### config.mk
export PLATFORM = sky130hd
export DESIGN_NAME = asbc_sqrt
export DESIGN_NICKNAME = d
export VERILOG_FILES = /design/src/hdl/asbc_sqrt.sv
export SDC_FILE = /design/constraint.sdc
export NUM_CORES = 1
export LEC_CHECK = 0
export ABC_AREA = 1
export BUFFER_PORTS_ARGS = -buffer_cell sky130_fd_sc_hd__buf_4
export CELL_PAD_IN_SITES_DETAIL_PLACEMENT = 1
export CELL_PAD_IN_SITES_GLOBAL_PLACEMENT = 2
export CORE_ASPECT_RATIO = 0.75
export CORE_MARGIN = 10
export CORE_UTILIZATION = 31
export CTS_BUF_LIST = sky130_fd_sc_hd__clkbuf_8
export DETAILED_ROUTE_END_ITERATION = 6
export GPL_TIMING_DRIVEN = 1
export PLACE_DENSITY = 0.79
export SLEW_MARGIN = 20
export SYNTH_ARGS = -nofsm -noshare
export SYNTH_HDL_FRONTEND = slang
export SYNTH_SLANG_ARGS = --single-unit
export TNS_END_PERCENT = 10
### constraint.sdc
create_clock -name clk -period 3.4 [get_ports clk]
set_input_delay 0.17 -clock clk [delete_from_list [all_inputs] [get_ports clk]]
set_output_delay 0.17 -clock clk [all_outputs]
set_load 0.02 [all_outputs]
### src/hdl/asbc_sqrt.sv
`timescale 1ns / 1ps

module asbc_sqrt #(
    parameter int RW = 41
) (
    input  logic            clk,
    input  logic            rst_n,
    input  logic            start,
    input  logic [2*RW-1:0] val,
    output logic            done,
    output logic [RW-1:0]   root
);

    localparam int CW = $clog2(RW + 1);

    logic            busy_reg;
    logic            done_reg;
    logic [CW-1:0]   cnt_reg;
    logic [2*RW-1:0] v_reg;
    logic [RW+1:0]   rem_reg;
    logic [RW-1:0]   root_reg;
    logic [RW+2:0]   rem_sh;
    logic [RW+2:0]   trial;
    logic            fits;

    // One root bit per cycle: bring down two bits and try the next digit.
    always_comb
    begin
        rem_sh = {rem_reg[RW:0], v_reg[2*RW-1:2*RW-2]};
        trial  = {1'b0, root_reg, 2'b01};
        fits   = (rem_sh >= trial);
    end

    always_ff @(posedge clk or negedge rst_n)
    begin
        if (!rst_n)
        begin
            busy_reg <= 1'b0;
            done_reg <= 1'b0;
            cnt_reg  <= '0;
        end
        else
        begin
            done_reg <= 1'b0;
            if (start)
            begin
                busy_reg <= 1'b1;
                cnt_reg  <= CW'(RW);
            end
            else if (busy_reg)
            begin
                cnt_reg <= cnt_reg - 1'b1;
                if (cnt_reg == CW'(1))
                begin
                    busy_reg <= 1'b0;
                    done_reg <= 1'b1;
                end
            end
        end
    end

    always_ff @(posedge clk)
    begin
        if (start)
        begin
            v_reg    <= val;
            rem_reg  <= '0;
            root_reg <= '0;
        end
        else if (busy_reg)
        begin
            v_reg <= {v_reg[2*RW-3:0], 2'b00};
            if (fits)
            begin
                rem_reg  <= (RW+2)'(rem_sh - trial);
                root_reg <= {root_reg[RW-2:0], 1'b1};
            end
            else
            begin
                rem_reg  <= rem_sh[RW+1:0];
                root_reg <= {root_reg[RW-2:0], 1'b0};
            end
        end
    end

    assign done = done_reg;
    assign root = root_reg;

endmodule

==> flow_summary.yaml <==
logic_synthesis:
  synthDistinctLibCells: 35
  synthFlopType: "dfxtp_1"
  async_flop_share_pct: 4.624
  synthesis.instances: 1503
  syn-cell-area_um2: 10350
  synthesis.nets: 1633
  yosys_warnings: 0
  ys_ff_latch: 173
  syn_avg_cell_area_um2: 6.889
  synth-seq-area-share_pct: 41.76
  synth_edf_count: 82
worst_setup_path:
  path_delay_family: "simple AND/OR/NAND/NOR gates"
  cp.required_ns: 3.80
  cpMaxStageDelayCell: "dfxtp_1"
  start_kind: "register"
  path_class: "reg -> reg"
  slowest_delay_ns: 0.36
  crit_path_end_kind: "register"
  path_buf_inv: 1
  cpMostUsedCell: "nand2_1"
  cp_data_arrival_time_ns: 3.17
  crit_chain: "inv_1, ha_1, a21oi_1, nand2_1, nand2_1, nand2_1, nand2_1, nand3_2, nor2_8, nand2_8, nand2_2, nand2_1, nand2_1, nand2_1"
  crit_fanout: 51
drt:
  wire_per_inst_um: 16.81
  dr.pass1.iters: 4
  drt_iter0_markers: 459
  num_vias: 10121
  wl_um: 36310
  ant_nets: 0
  drcViolationCount: 0
  routed_via_density: 4.686
clock_network:
  path_clk_slew_ns: 0.11
  post_cts.repair.setup_buffers: 0
  cts_resized: 0
  cts_tree: "done"
  clk_latency_ns: 0.50
  cts.sinks: 173
  cts_made_buffers: 17
  htreeDepth: 4
  cts-root-buf: "clkbuf_8"
  cts-hold-fix-buffers: 84
  cts.path.max_buffers: 2
power_and_ir_drop:
  p_sw_share_pct: 50.04
  power_density_nw_per_um2: 811.4
  p_switching_mw: 5.298
  pwr-share-comb_pct: 59.8
  leakage_nw: 6.676
  pwr-share-clk_pct: 14.6
  seqPwrFrac_pct: 25.6
  vdd_drop_max_mv: 0.3019
  p_int_mw: 5.289
die:
  io_pins: 127
  die_x_um: 231.0
  die_area_um2: 41180
  num_rows: 57
  start_util_pct: 31.70
  core_area_um2: 32660
  die_h_um: 178.3
cells_and_area:
  fin_nets: 1833
  syn_to_final_growth_pct: 26.03
  fillCellCount: 4182
  drive_above_1_share_pct: 11.42
  largest_reg_flops: 82
  multi_input_area_um2: 5042
  seqCellArea_um2: 4324
  final_core_util_pct: 39.95
  postLayoutCellArea_um2: 13050
global_routing:
  grt_max_degree: 76
  antenna_found_initial: 2
  overflow: 0
  grt_pass1_vias: 10667
  grt_pass1_wl_um: 58320
  grt.total_usage_pct: 17.92
sta:
  skew_ns: 0.01965
  tightestPinTransition_ns: 0.7538
  rsz0062_at_grt: "false"
  fin_crit_sh_pct: 81.50
  timing.final.max_slew_violations: 0
  period_minus_slack_ns: 2.771
  fmax_mhz: 360.9
  tns_ns: 0
  setup_violations: 0
  slew_headroom_pct: 49.75
  final_hold_viol_count: 0
placement:
  dpl_cell_area_um2: 11810
  gp_congestion: 0.9106
  hpwlAfterDp_um: 27040
  io_buffers: 126
worst_hold_path:
  hold_class: "in -> async"
flow_run:
  drv_cap: 0
status:
  outcome: "completed"
==> path summary, 6_finish.rpt <==
kind,cells after the start,slack (ns),startpoint,end
min reg2reg,2,0.46,rem_reg[41]$_SDFFE_PP0P_,rem_reg[41]$_SDFFE_PP0P_
min in group clk,2,0.46,rem_reg[41]$_SDFFE_PP0P_,rem_reg[41]$_SDFFE_PP0P_
max in group asynchronous,2,3.18,rst_n,cnt_reg[4]$_DFFE_PN0P_
max,14,0.63,root[29]$_SDFFE_PP0P_,rem_reg[38]$_SDFFE_PP0P_
min,2,0.08,rst_n,cnt_reg[3]$_DFFE_PN0P_
max reg2reg,14,0.63,root[29]$_SDFFE_PP0P_,rem_reg[38]$_SDFFE_PP0P_
==> metal layers <==
metal | GRT usage, % | part of all wire, %
met5 | 0 | 0
met4 | 4.403 | 1.2
met3 | 3.778 | 4.3
met2 | 28.34 | 44
met1 | 24.47 | 50
==> metrics by stage <==
step | total power [mW] | instances | setup slack, ns | hold slack (ns)
2_1_floorplan | 7.228 | 1503 | 1.074 | -0.1256
3_3_place_gp | 8.883 | 2042 | 0.7076 | -0.001716
3_5_place_dp | 8.968 | 2042 | 0.6859 | 0.001292
4_1_cts | 10.63 | 2158 | 0.6496 | 0.02944
5_1_grt | 11.65 | 2160 | 0.3784 | 0.05475
6_report | 10.59 | 2160 | 0.6290 | 0.07986
==> cell usage in the layout (no fill, tap or decap), types with 2 or more instances in the layout <==
cell type	count
inv_6	3
nand3_1	88
dlygate4sd3_1	84
clkinvlp_4	2
nand2_2	6
xnor2_1	12
diode_2	2
nand3b_1	12
nor2_1	95
o21bai_1	7
o21ai_1	15
inv_2	2
clkbuf_8	17
dfrtp_1	8
a21oi_1	33
dfxtp_1	83
nand3_2	2
ha_1	45
buf_4	138
nand4_1	6
bufinv_16	2
nor2_2	9
nand2_1	669
inv_1	210
edfxtp_1	82
xor2_1	10
o22ai_1	41
inv_8	4
o21ai_0	13
nor3_1	3
buf_12	3
==> synthesized netlist by cell type, drive strengths merged (4+ instances only) <==
cell      n  area, µm²
nand2   677       2580
inv     210      788.3
nor2    106      434.2
nand3    90      460.4
dfxtp    83       1662
edfxtp   82       2462
ha       45      563.0
o22ai    41      256.5
a21oi    34      173.9
clkbuf   33      123.9
o21ai    28      140.1
nand3b   12      90.09
xnor2    12      105.1
buf      11      85.07
xor2     10      87.58
dfrtp     8      200.2
o21bai    7      52.55
nand4     6      37.54
nor3      4      25.02
==> area by class of cell <==
| class | count | area share (%) |
|---|---|---|
| Clock inverter | 15 | 1.247 |
| Multi-Input combinational cell | 1076 | 38.64 |
| Sequential cell | 173 | 33.14 |
| Inverter | 210 | 6.060 |
| Antenna cell | 2 | 0.03835 |
| Timing Repair Buffer | 225 | 14.84 |
| Tap cell | 442 | 4.238 |
| Clock buffer | 17 | 1.793 |
==> power by group through the flow <==
stage	registers, mW	clock network, mW	logic, mW
4_1_cts	2.71	1.59	6.32
5_1_grt	2.75	1.68	7.22
2_1_floorplan	2.70	0	4.53
6_report	2.71	1.54	6.33
3_3_place_gp	2.75	0	6.13
3_5_place_dp	2.76	0	6.21
==> kinds of logic after synthesis <==
family / synth area share (%)
flops: 41.76
simple gates: 35.15
fa+ha+maj: 5.438
buf+inv: 9.631
compound gates: 6.151
xor+xnor: 1.861
No activity file was read; power rests on OpenSTA's default activity.
