### config.mk
export PLATFORM = sky130hd
export DESIGN_NAME = asbc_mul
export DESIGN_NICKNAME = d
export VERILOG_FILES = /design/src/hdl/asbc_mul.sv
export SDC_FILE = /design/constraint.sdc
export NUM_CORES = 1
export LEC_CHECK = 0
export ABC_AREA = 0
export BUFFER_PORTS_ARGS = -buffer_cell sky130_fd_sc_hd__buf_2
export CAP_MARGIN = 20
export CELL_PAD_IN_SITES_DETAIL_PLACEMENT = 1
export CELL_PAD_IN_SITES_GLOBAL_PLACEMENT = 1
export CORE_UTILIZATION = 35
export DETAILED_ROUTE_END_ITERATION = 10
export HOLD_SLACK_MARGIN = 0.08
export PLACE_DENSITY_LB_ADDON = 0.1
export REMOVE_ABC_BUFFERS = 1
export SLEW_MARGIN = 20
export SYNTH_ARGS = -nofsm -noshare
export SYNTH_HDL_FRONTEND = slang
export SYNTH_SLANG_ARGS = --single-unit
### constraint.sdc
create_clock -name clk -period 3.4 [get_ports clk]
set_clock_uncertainty 0.1 [all_clocks]
set_input_delay 0 -clock clk [delete_from_list [all_inputs] [get_ports clk]]
set_output_delay 0 -clock clk [all_outputs]
set_load 0.05 [all_outputs]
### src/hdl/asbc_mul.sv
`timescale 1ns / 1ps

module asbc_mul #(
    parameter int W = 40
) (
    input  logic           clk,
    input  logic           rst_n,
    input  logic           start,
    input  logic [W-1:0]   a,
    input  logic [W-1:0]   b,
    output logic           done,
    output logic [2*W-1:0] prod
);

    localparam int CW = $clog2(W + 1);

    logic           busy_reg;
    logic           done_reg;
    logic [CW-1:0]  cnt_reg;
    logic [W-1:0]   a_reg;
    logic [W-1:0]   b_reg;
    logic [2*W-1:0] acc_reg;

    // Control: count W shift-add steps, then flag completion for one cycle.
    always_ff @(posedge clk or negedge rst_n)
    begin
        if (!rst_n)
        begin
            busy_reg <= 1'b0;
            done_reg <= 1'b0;
            cnt_reg  <= '0;
        end
        else
        begin
            done_reg <= 1'b0;
            if (start)
            begin
                busy_reg <= 1'b1;
                cnt_reg  <= CW'(W);
            end
            else if (busy_reg)
            begin
                cnt_reg <= cnt_reg - 1'b1;
                if (cnt_reg == CW'(1))
                begin
                    busy_reg <= 1'b0;
                    done_reg <= 1'b1;
                end
            end
        end
    end

    // Datapath: most significant multiplier bit first.
    always_ff @(posedge clk)
    begin
        if (start)
        begin
            a_reg   <= a;
            b_reg   <= b;
            acc_reg <= '0;
        end
        else if (busy_reg)
        begin
            acc_reg <= {acc_reg[2*W-2:0], 1'b0}
                       + {{W{1'b0}}, (b_reg[W-1] ? a_reg : {W{1'b0}})};
            b_reg   <= {b_reg[W-2:0], 1'b0};
        end
    end

    assign done = done_reg;
    assign prod = acc_reg;

endmodule

==> results of run 1 <==
[cells in the final DEF, fill, tap and decap left out, drive strengths merged, types with 7 or more instances in the layout]
master / n
buf: 264
nor2: 89
nand2: 86
dlygate4sd3: 83
edfxtp: 80
dfxtp: 80
a21oi: 65
o21ai: 56
and2: 44
ha: 41
xnor2: 40
mux2: 39
a211oi: 36
inv: 35
nand3: 23
clkbuf: 20
nand4: 16
a21o: 16
nor3: 16
mux2i: 15
and3: 15
xor2: 13
o31ai: 11
nor4: 10
o211ai: 9
a311oi: 9
and4: 8
dfrtp: 8
or4: 8
o21bai: 7
[layout make-up]
cell class              instances  area [µm²]
flip-flops and latches        168        4210
well taps                     341         427
fillers                      3035       13200
inverters                      26        97.6
repair buffers                350        2530
clock buffers                  17         425
clock inverters                15         169
multi-input cells             737        5780
[through the flow]
stage          utilization (%)  hold WS (ps)  std cells  power, µW
5_1_grt                   50.8           151       1654       7620
3_5_place_dp              41.6          -247       1512       4810
4_1_cts                   47.4           140       1636       6930
3_3_place_gp              41.6          -242       1512       4790
6_report                  50.8           161       1654       7270
2_1_floorplan                -          -396        929       4010
[routing by layer]
layer,wire length (µm),part of all wire [%]
met3,1200,3.7
met1,15500,48
met4,388,1.2
met5,0,0
met2,15300,47
[worst paths after layout]
kind                           start        end  slack, ps  depth (start not counted)
max in group asynchronous      rst_n   busy_reg       2480                          3
min in group asynchronous      rst_n       done        420                          3
hold / removal                 a[31]  a_reg[31]        160                          2
setup / recovery           b_reg[39]   prod[54]         10                         12
hold reg to reg             prod[79]   prod[79]        360                          2
setup reg to reg           b_reg[39]   prod[54]         10                         12
[what timing repair did]
item | in CTS | in global routing
hold buffers | 83 | 0
gates resized for setup | 9 | 120
pin swaps | 6 | 55
hold endpoints to repair | 102 | 0
setup buffers | 7 | 14
setup endpoints to repair | 8 | 50
cloned | 2 | 5
[report_power, final]
| group | switching [µW] | total [µW] | internal [µW] |
|---|---|---|---|
| Sequential | 228 | 2590 | 2360 |
| Clock | 1020 | 2010 | 996 |
| Combinational | 1540 | 2670 | 1130 |
[logic make-up after synthesis]
| group | after synthesis | share of synthesized area [%] |
|---|---|---|
| buffers and inverters | 79 | 3.76 |
| muxes | 54 | 6.15 |
| xor gates and xnor gates | 53 | 4.85 |
| and+or+nand+nor | 340 | 18.0 |
| AOI/OAI and AO/OA | 246 | 17.8 |
| DFF | 168 | 43.9 |
| adders and majority gates | 42 | 5.57 |
==> results.yml, run 1 <==
route:
  dr.first_iter.drc_count: 373
  routed_via_density: 5.32
  dr.pass1.iters: 5
  wire_per_inst_um: 19.6
  drc: 0
  antenna_left: 0
  finalWirelength_um: 32300
  vias: 8792
setup_path:
  cp_top_family: "simple AND/OR/NAND/NOR gates"
  critPathKind: "register to register"
  crit_path_top_delay_cell: "or4_4"
  setup.worst_path.start_class: "register"
  worst-path-buf-inv: 2
  slowest_delay_ps: 520
  cp_max_fo: 9
  crit_chain: "buf_6 -> buf_12 -> and2_1 -> ha_4 -> nand3_4 -> nor4_4 -> and2_4 -> o211ai_4 -> a31oi_4 -> a22oi_2 -> or4_4 -> a311oi_2"
  end_kind: "register"
  crit_arrival_ps: 3640
  cp_data_required_time_ps: 3650
grt:
  grt_usage_pct: 22.0
  top_usage_layer: "met2"
  grt_pass1_wl_um: 48700
  grtUsageMet2_pct: 36.3
  met1_usage_pct: 29.9
  grt_max_degree: 66
  grtUsageMet3_pct: 3.83
  grt_pass1_vias: 8984
  overflow: 0
  antenna_found_initial: 0
floorplan:
  initial_core_util_pct: 35.6
  dieArea_um2: 28000
  coreArea_um2: 26900
  die_w_um: 167
  rows: 60
  io_pins: 164
  die_h_um: 167
cts:
  htreeDepth: 4
  clkTransAtPathRegs_ps: 80
  clock-sinks: 168
  clockBufferDepth: 2
  cts_root_buf: "clkbuf_16"
  clock_latency_ps: 440
  cts_tree: "built"
  numCtsBuffers: 17
sta:
  grt_setup_unrepaired: "true"
  setup_slack_ps: 10.1
  relSlewSlack_pct: 28.9
  fmax_ghz: 0.295
  worst_pin_slew_ps: 1060
  setup_viol: 0
  layout_min_cycle_time_ps: 3390
  hold_viol: 0
  fin_crit_sh_pct: 99.7
  slew_violations: 0
  tns_ps: 0
place:
  dp_hpwl_um: 20700
  pre_cts_slack_ps: -112
  placed_cell_area_um2: 11200
  gp_congestion: 0.821
  port_buffers: 163
logic_synthesis:
  syn_inst: 982
  yosysUniqueCellTypes: 74
  syn_area_um2: 9580
  synth_area_leaders: "edfxtp_1, dfxtp_1, ha_1, mux2_2, xnor2_1"
  ys_warn_count: 0
  ys_seq_area_share_pct: 43.9
  synthArstFlopShare_pct: 4.76
  avgSynthCellArea_um2: 9.75
  synthDominantCellAreaShare_pct: 25.1
  synthFlopType: "edfxtp_1"
  yosys-top-cells-count: "nor2_1, nand2_1, dfxtp_1, edfxtp_1, a21oi_1"
  synth.most_common_cell: "nor2_1"
  synth_top_cell_by_area: "edfxtp_1"
  synth-seq-cells: 168
  synth_edf_count: 80
cells_and_area:
  largest_reg_flops: 80
  insertedDiodeCount: 0
  syn_to_final_growth_pct: 42.4
  drive_above_1_share_pct: 35.0
  nets: 1425
  postLayoutCellArea_um2: 13600
power_and_ir_drop:
  cellPowerDensity_nw_per_um2: 533
  max-vdd-ir-drop_mv: 0.341
  p_leak_uw: 0.00556
flow_run:
  cap_violations: 0
status:
  outcome: "finished, final reports clean"
min_path:
  hp-class: "primary input to register"
No activity file was read; power rests on OpenSTA's default activity.
==> run 2: changes to the inputs <==
Settings changed: SLEW_MARGIN 20 to not set.
Clock period 3.4 ns to 4.21 ns, I/O delays scaled along.
==> results.yml, run 2 (same netlist as run 1, synthesis figures left out) <==
status:
  outcome: "finished, final reports clean"
route:
  antenna_left: 0
  dr.pass1.iters: 7
  finalWirelength_um: 29100
  vias: 8233
  drc: 0
  routed_via_density: 5.27
  wire_per_inst_um: 18.6
  dr.first_iter.drc_count: 406
sta:
  holdWs_ps: 144
  grt_setup_unrepaired: "false"
  setup_viol: 0
  relSlewSlack_pct: 38.8
  worst_pin_slew_ps: 918
  hold_viol: 0
  slew_violations: 0
  fmax_ghz: 0.269
  layout_min_cycle_time_ps: 3720
  fin_crit_sh_pct: 88.4
  tns_ps: 0
cts:
  cts_root_buf: "clkbuf_16"
  numCtsBuffers: 17
  clkTransAtPathRegs_ps: 70
  clock-sinks: 168
  htreeDepth: 4
  clock_latency_ps: 460
  clockBufferDepth: 2
  cts_tree: "built"
floorplan:
  die_w_um: 167
  rows: 60
  initial_core_util_pct: 35.6
  coreArea_um2: 26900
  dieArea_um2: 28000
  die_h_um: 167
  io_pins: 164
place:
  port_buffers: 163
  dp_hpwl_um: 20200
  gp_congestion: 0.815
min_path:
  min_path_cells: 2
  min_from: "a[10]"
  hp-class: "primary input to register"
  hold_end: "a_reg[10]"
setup_path:
  crit_arrival_ps: 3980
  worst-path-buf-inv: 2
  cp.depth: 12
  slowest_delay_ps: 560
  rr_worst_depth: 12
  end_kind: "register"
  crit_chain: "buf_4 -> buf_4 -> and2_1 -> ha_1 -> nand4_2 -> nor4_2 -> and2_1 -> o211ai_2 -> a31oi_4 -> a22oi_4 -> or4_1 -> a311oi_1"
  critPathKind: "register to register"
  cp_max_fo: 22
  cp_data_required_time_ps: 4470
  crit_path_top_delay_cell: "or4_1"
  worstReg2RegEnd: "prod[62]"
  cp_top_family: "simple AND/OR/NAND/NOR gates"
  timing.rr.start: "b_reg[39]"
  setup.worst_path.start_class: "register"
  ff2ff_setup_slack_ps: 490
power_and_ir_drop:
  sequentialPowerShare_pct: 37.7
  p_int_uw: 3410
  switchingPower_uw: 2020
  power.total_uw: 5430
  switching_share_pct: 37.2
  p_comb_share_pct: 31.3
  p_leak_uw: 0.00506
  max-vdd-ir-drop_mv: 0.270
  cellPowerDensity_nw_per_um2: 448
  clock_power_share_pct: 31.0
cells_and_area:
  syn_to_final_growth_pct: 26.7
  final_common_cell: "buf_2"
  drive_above_1_share_pct: 22.5
  insertedDiodeCount: 0
  nets: 1334
  largest_reg_flops: 80
  final_cell_mix: "buf_2, nor2_1, nand2_1"
grt:
  grt_pass1_wl_um: 46700
  grt_pass1_vias: 8547
  overflow: 0
  grt_usage_pct: 21.4
  grt_max_degree: 72
  antenna_found_initial: 0
flow_run:
  cap_violations: 0
-- run 2: how the worst max path moves through the flow --
stage                          end  startpoint  slack [ps]
after floorplan           b_reg[0]    busy_reg         100
after global placement    prod[53]   b_reg[39]         600
after detailed placement  prod[66]   b_reg[39]         540
after CTS                 prod[50]   b_reg[39]         510
after global routing      prod[58]   b_reg[39]         190
final                     prod[62]   b_reg[39]         490
-- run 2: layout make-up --
| cell class | instances | area (µm²) |
|---|---|---|
| inverter | 26 | 97.6 |
| multi-input combinational | 735 | 5020 |
| clock inverter | 14 | 193 |
| timing repair buffer | 261 | 1760 |
| tap | 341 | 427 |
| sequential | 168 | 4210 |
| fill | 3083 | 14700 |
| clock buffer | 18 | 429 |
-- run 2: what timing repair did --
action	in CTS	in global routing
hold buffers	83	0
setup endpoints to repair	0	0
hold endpoints to repair	106	0
buffers inserted	0	0
resized for setup	0	0
-- run 2: power groups by stage --
| stage | combinational (µW) | clock [µW] | sequential [µW] |
|---|---|---|---|
| floorplan | 833 | 0 | 2410 |
| global placement | 1620 | 0 | 2080 |
| detailed placement | 1630 | 0 | 2090 |
| CTS | 1700 | 1730 | 2050 |
| global route | 1850 | 1780 | 2080 |
| finish | 1700 | 1680 | 2050 |
-- run 2: layer usage --
| layer | wire, µm | track usage (%) |
|---|---|---|
| met1 | 14300 | 28.9 |
| met2 | 13400 | 34.9 |
| met3 | 988 | 3.62 |
| met4 | 374 | 6.86 |
| met5 | 0 | 0 |
-- run 2: stage by stage --
stage	instances	instance area, µm²	util [%]	setup slack [ps]
detailed placement	1448	10700	39.7	541
CTS	1563	12100	45.1	510
global placement	1448	10700	39.7	595
global route	1563	12100	45.1	187
finish	1563	12100	45.1	490
floorplan	929	9310	-	98.1
==> run 3: changes to the inputs <==
--- a/config.mk
+++ b/config.mk
@@ -12,2 +12,3 @@
 export CELL_PAD_IN_SITES_GLOBAL_PLACEMENT = 1
+export CORE_MARGIN = 8
 export CORE_UTILIZATION = 35
--- a/constraint.sdc
+++ b/constraint.sdc
@@ -4,2 +4,2 @@
 set_output_delay 0 -clock clk [all_outputs]
-set_load 0.05 [all_outputs]
+set_load 0.01 [all_outputs]
==> results.yml, run 3 (same netlist as run 1, synthesis figures left out) <==
route:
  dr.pass1.iters: 4
  drc: 0
  routed_via_density: 5.30
  antenna_left: 0
  finalWirelength_um: 30100
  wire_per_inst_um: 19.2
  dr.first_iter.drc_count: 346
  vias: 8283
cells_and_area:
  final_common_cell: "buf_2"
  ff_latch_area_um2: 4210
  syn_to_final_growth_pct: 26.3
  drive_above_1_share_pct: 22.4
  finish.utilization_pct: 45.0
  largest_reg_flops: 80
  multi_input_area_um2: 5010
  final_cell_mix: "buf_2, nor2_1, nand2_1"
  nets: 1334
  fillers: 3060
grt:
  grt_max_degree: 76
  antenna_found_initial: 1
  grt_pass1_vias: 8908
  grt_pass1_wl_um: 48700
  grt_usage_pct: 18.3
  overflow: 0
sta:
  fmax_ghz: 0.259
  slew_violations: 0
  setup_viol: 0
  fin_crit_sh_pct: 91.6
  tns_ps: 0
  relSlewSlack_pct: 36.9
  grt_setup_unrepaired: "false"
  worst_pin_slew_ps: 947
  setup_slack_ps: 354
  hold_viol: 0
  layout_min_cycle_time_ps: 3860
cts:
  clockBufferDepth: 2
  numCtsBuffers: 17
  clock_latency_ps: 440
  htreeDepth: 4
  post-cts-setup-buffers: 0
  post_cts_resized: 0
  clock-sinks: 168
  cts_root_buf: "clkbuf_16"
  cts_tree: "built"
  clkTransAtPathRegs_ps: 80
place:
  gp_congestion: 0.804
  dp_hpwl_um: 21500
  port_buffers: 163
  pre_cts_slack_ps: 364
floorplan:
  coreArea_um2: 26900
  initial_core_util_pct: 35.6
  die_h_um: 181
  dieArea_um2: 32900
  die_w_um: 181
  io_pins: 164
  rows: 60
power_and_ir_drop:
  power.total_uw: 5010
  p_leak_uw: 0.00504
  max-vdd-ir-drop_mv: 0.242
  cellPowerDensity_nw_per_um2: 414
setup_path:
  cp_common_cell: "and2_1"
  cp.depth: 11
  slowest_delay_ps: 590
  rr_worst_depth: 11
  setup.worst_path.start_class: "register"
  cp_data_required_time_ps: 4450
  cp_max_fo: 21
  worst-path-buf-inv: 1
  end_kind: "register"
  crit_path_top_delay_cell: "edfxtp_1"
  crit_arrival_ps: 4090
  ff2ff_setup_slack_ps: 350
  critPathKind: "register to register"
  crit_chain: "buf_4 -> and2_1 -> ha_1 -> nand4_2 -> nor4_2 -> and2_1 -> o211ai_2 -> a31oi_4 -> a22oi_4 -> or4_1 -> a311oi_1"
  cp_top_family: "simple AND/OR/NAND/NOR gates"
min_path:
  min_path_cells: 2
  hp-class: "primary input to register"
flow_run:
  cap_violations: 0
status:
  outcome: "finished, final reports clean"
run 3: changes by cell type in the layout (fill, tap and decap cells not counted), sizes merged:
cell	change
clkinv	-1
clkinvlp	+1
diode	+1
clkbuf	-1
bufinv	-2
inv	+3
run 3: layout make-up:
cell class	count	share of cell area, %
clock inverters	15	1.32
inverters	26	0.807
well taps	341	3.53
flip-flops and latches	168	34.8
repair buffers	261	14.6
multi-input cells	735	41.5
clock buffers	17	3.52
diodes	1	0.0207
run 3: path summary, 6_finish.rpt:
check                          start          to
setup reg to reg           b_reg[39]    prod[62]
hold / removal                 a[13]   a_reg[13]
hold reg to reg             prod[79]    prod[79]
min in group asynchronous      rst_n  cnt_reg[4]
max in group asynchronous      rst_n    busy_reg
setup / recovery           b_reg[39]    prod[62]
run 3: layer usage:
layer  up-vias  part of all wire, %  track usage [%]  wire (µm)
met3        29                  4.9             4.89       1460
met1      4019                   48             24.0      14600
met4         0                  1.4             4.92        427
li1       4074                    -                -          -
met2       161                   45             29.4      13600
met5         -                    0                0          0
run 3: what timing repair did:
| action | 4_1_cts | 5_1_grt |
|---|---|---|
| hold endpoints to repair | 90 | 0 |
| hold buffers | 83 | 0 |
| endpoints found under the setup margin | 0 | 0 |
run 3: report_power, final:
group	switching, µW	total [µW]	internal, µW
combinational	784	1380	594
clock	782	1570	793
sequential	151	2060	1910
total	1720	5010	3290
run 3: per-stage QoR:
stage	instances	hold WS [ps]	cell area (µm²)
floorplan	929	-396	9310
finish	1564	166	12100
CTS	1563	140	12100
global placement	1448	-242	10700
global route	1564	150	12100
detailed placement	1448	-246	10700
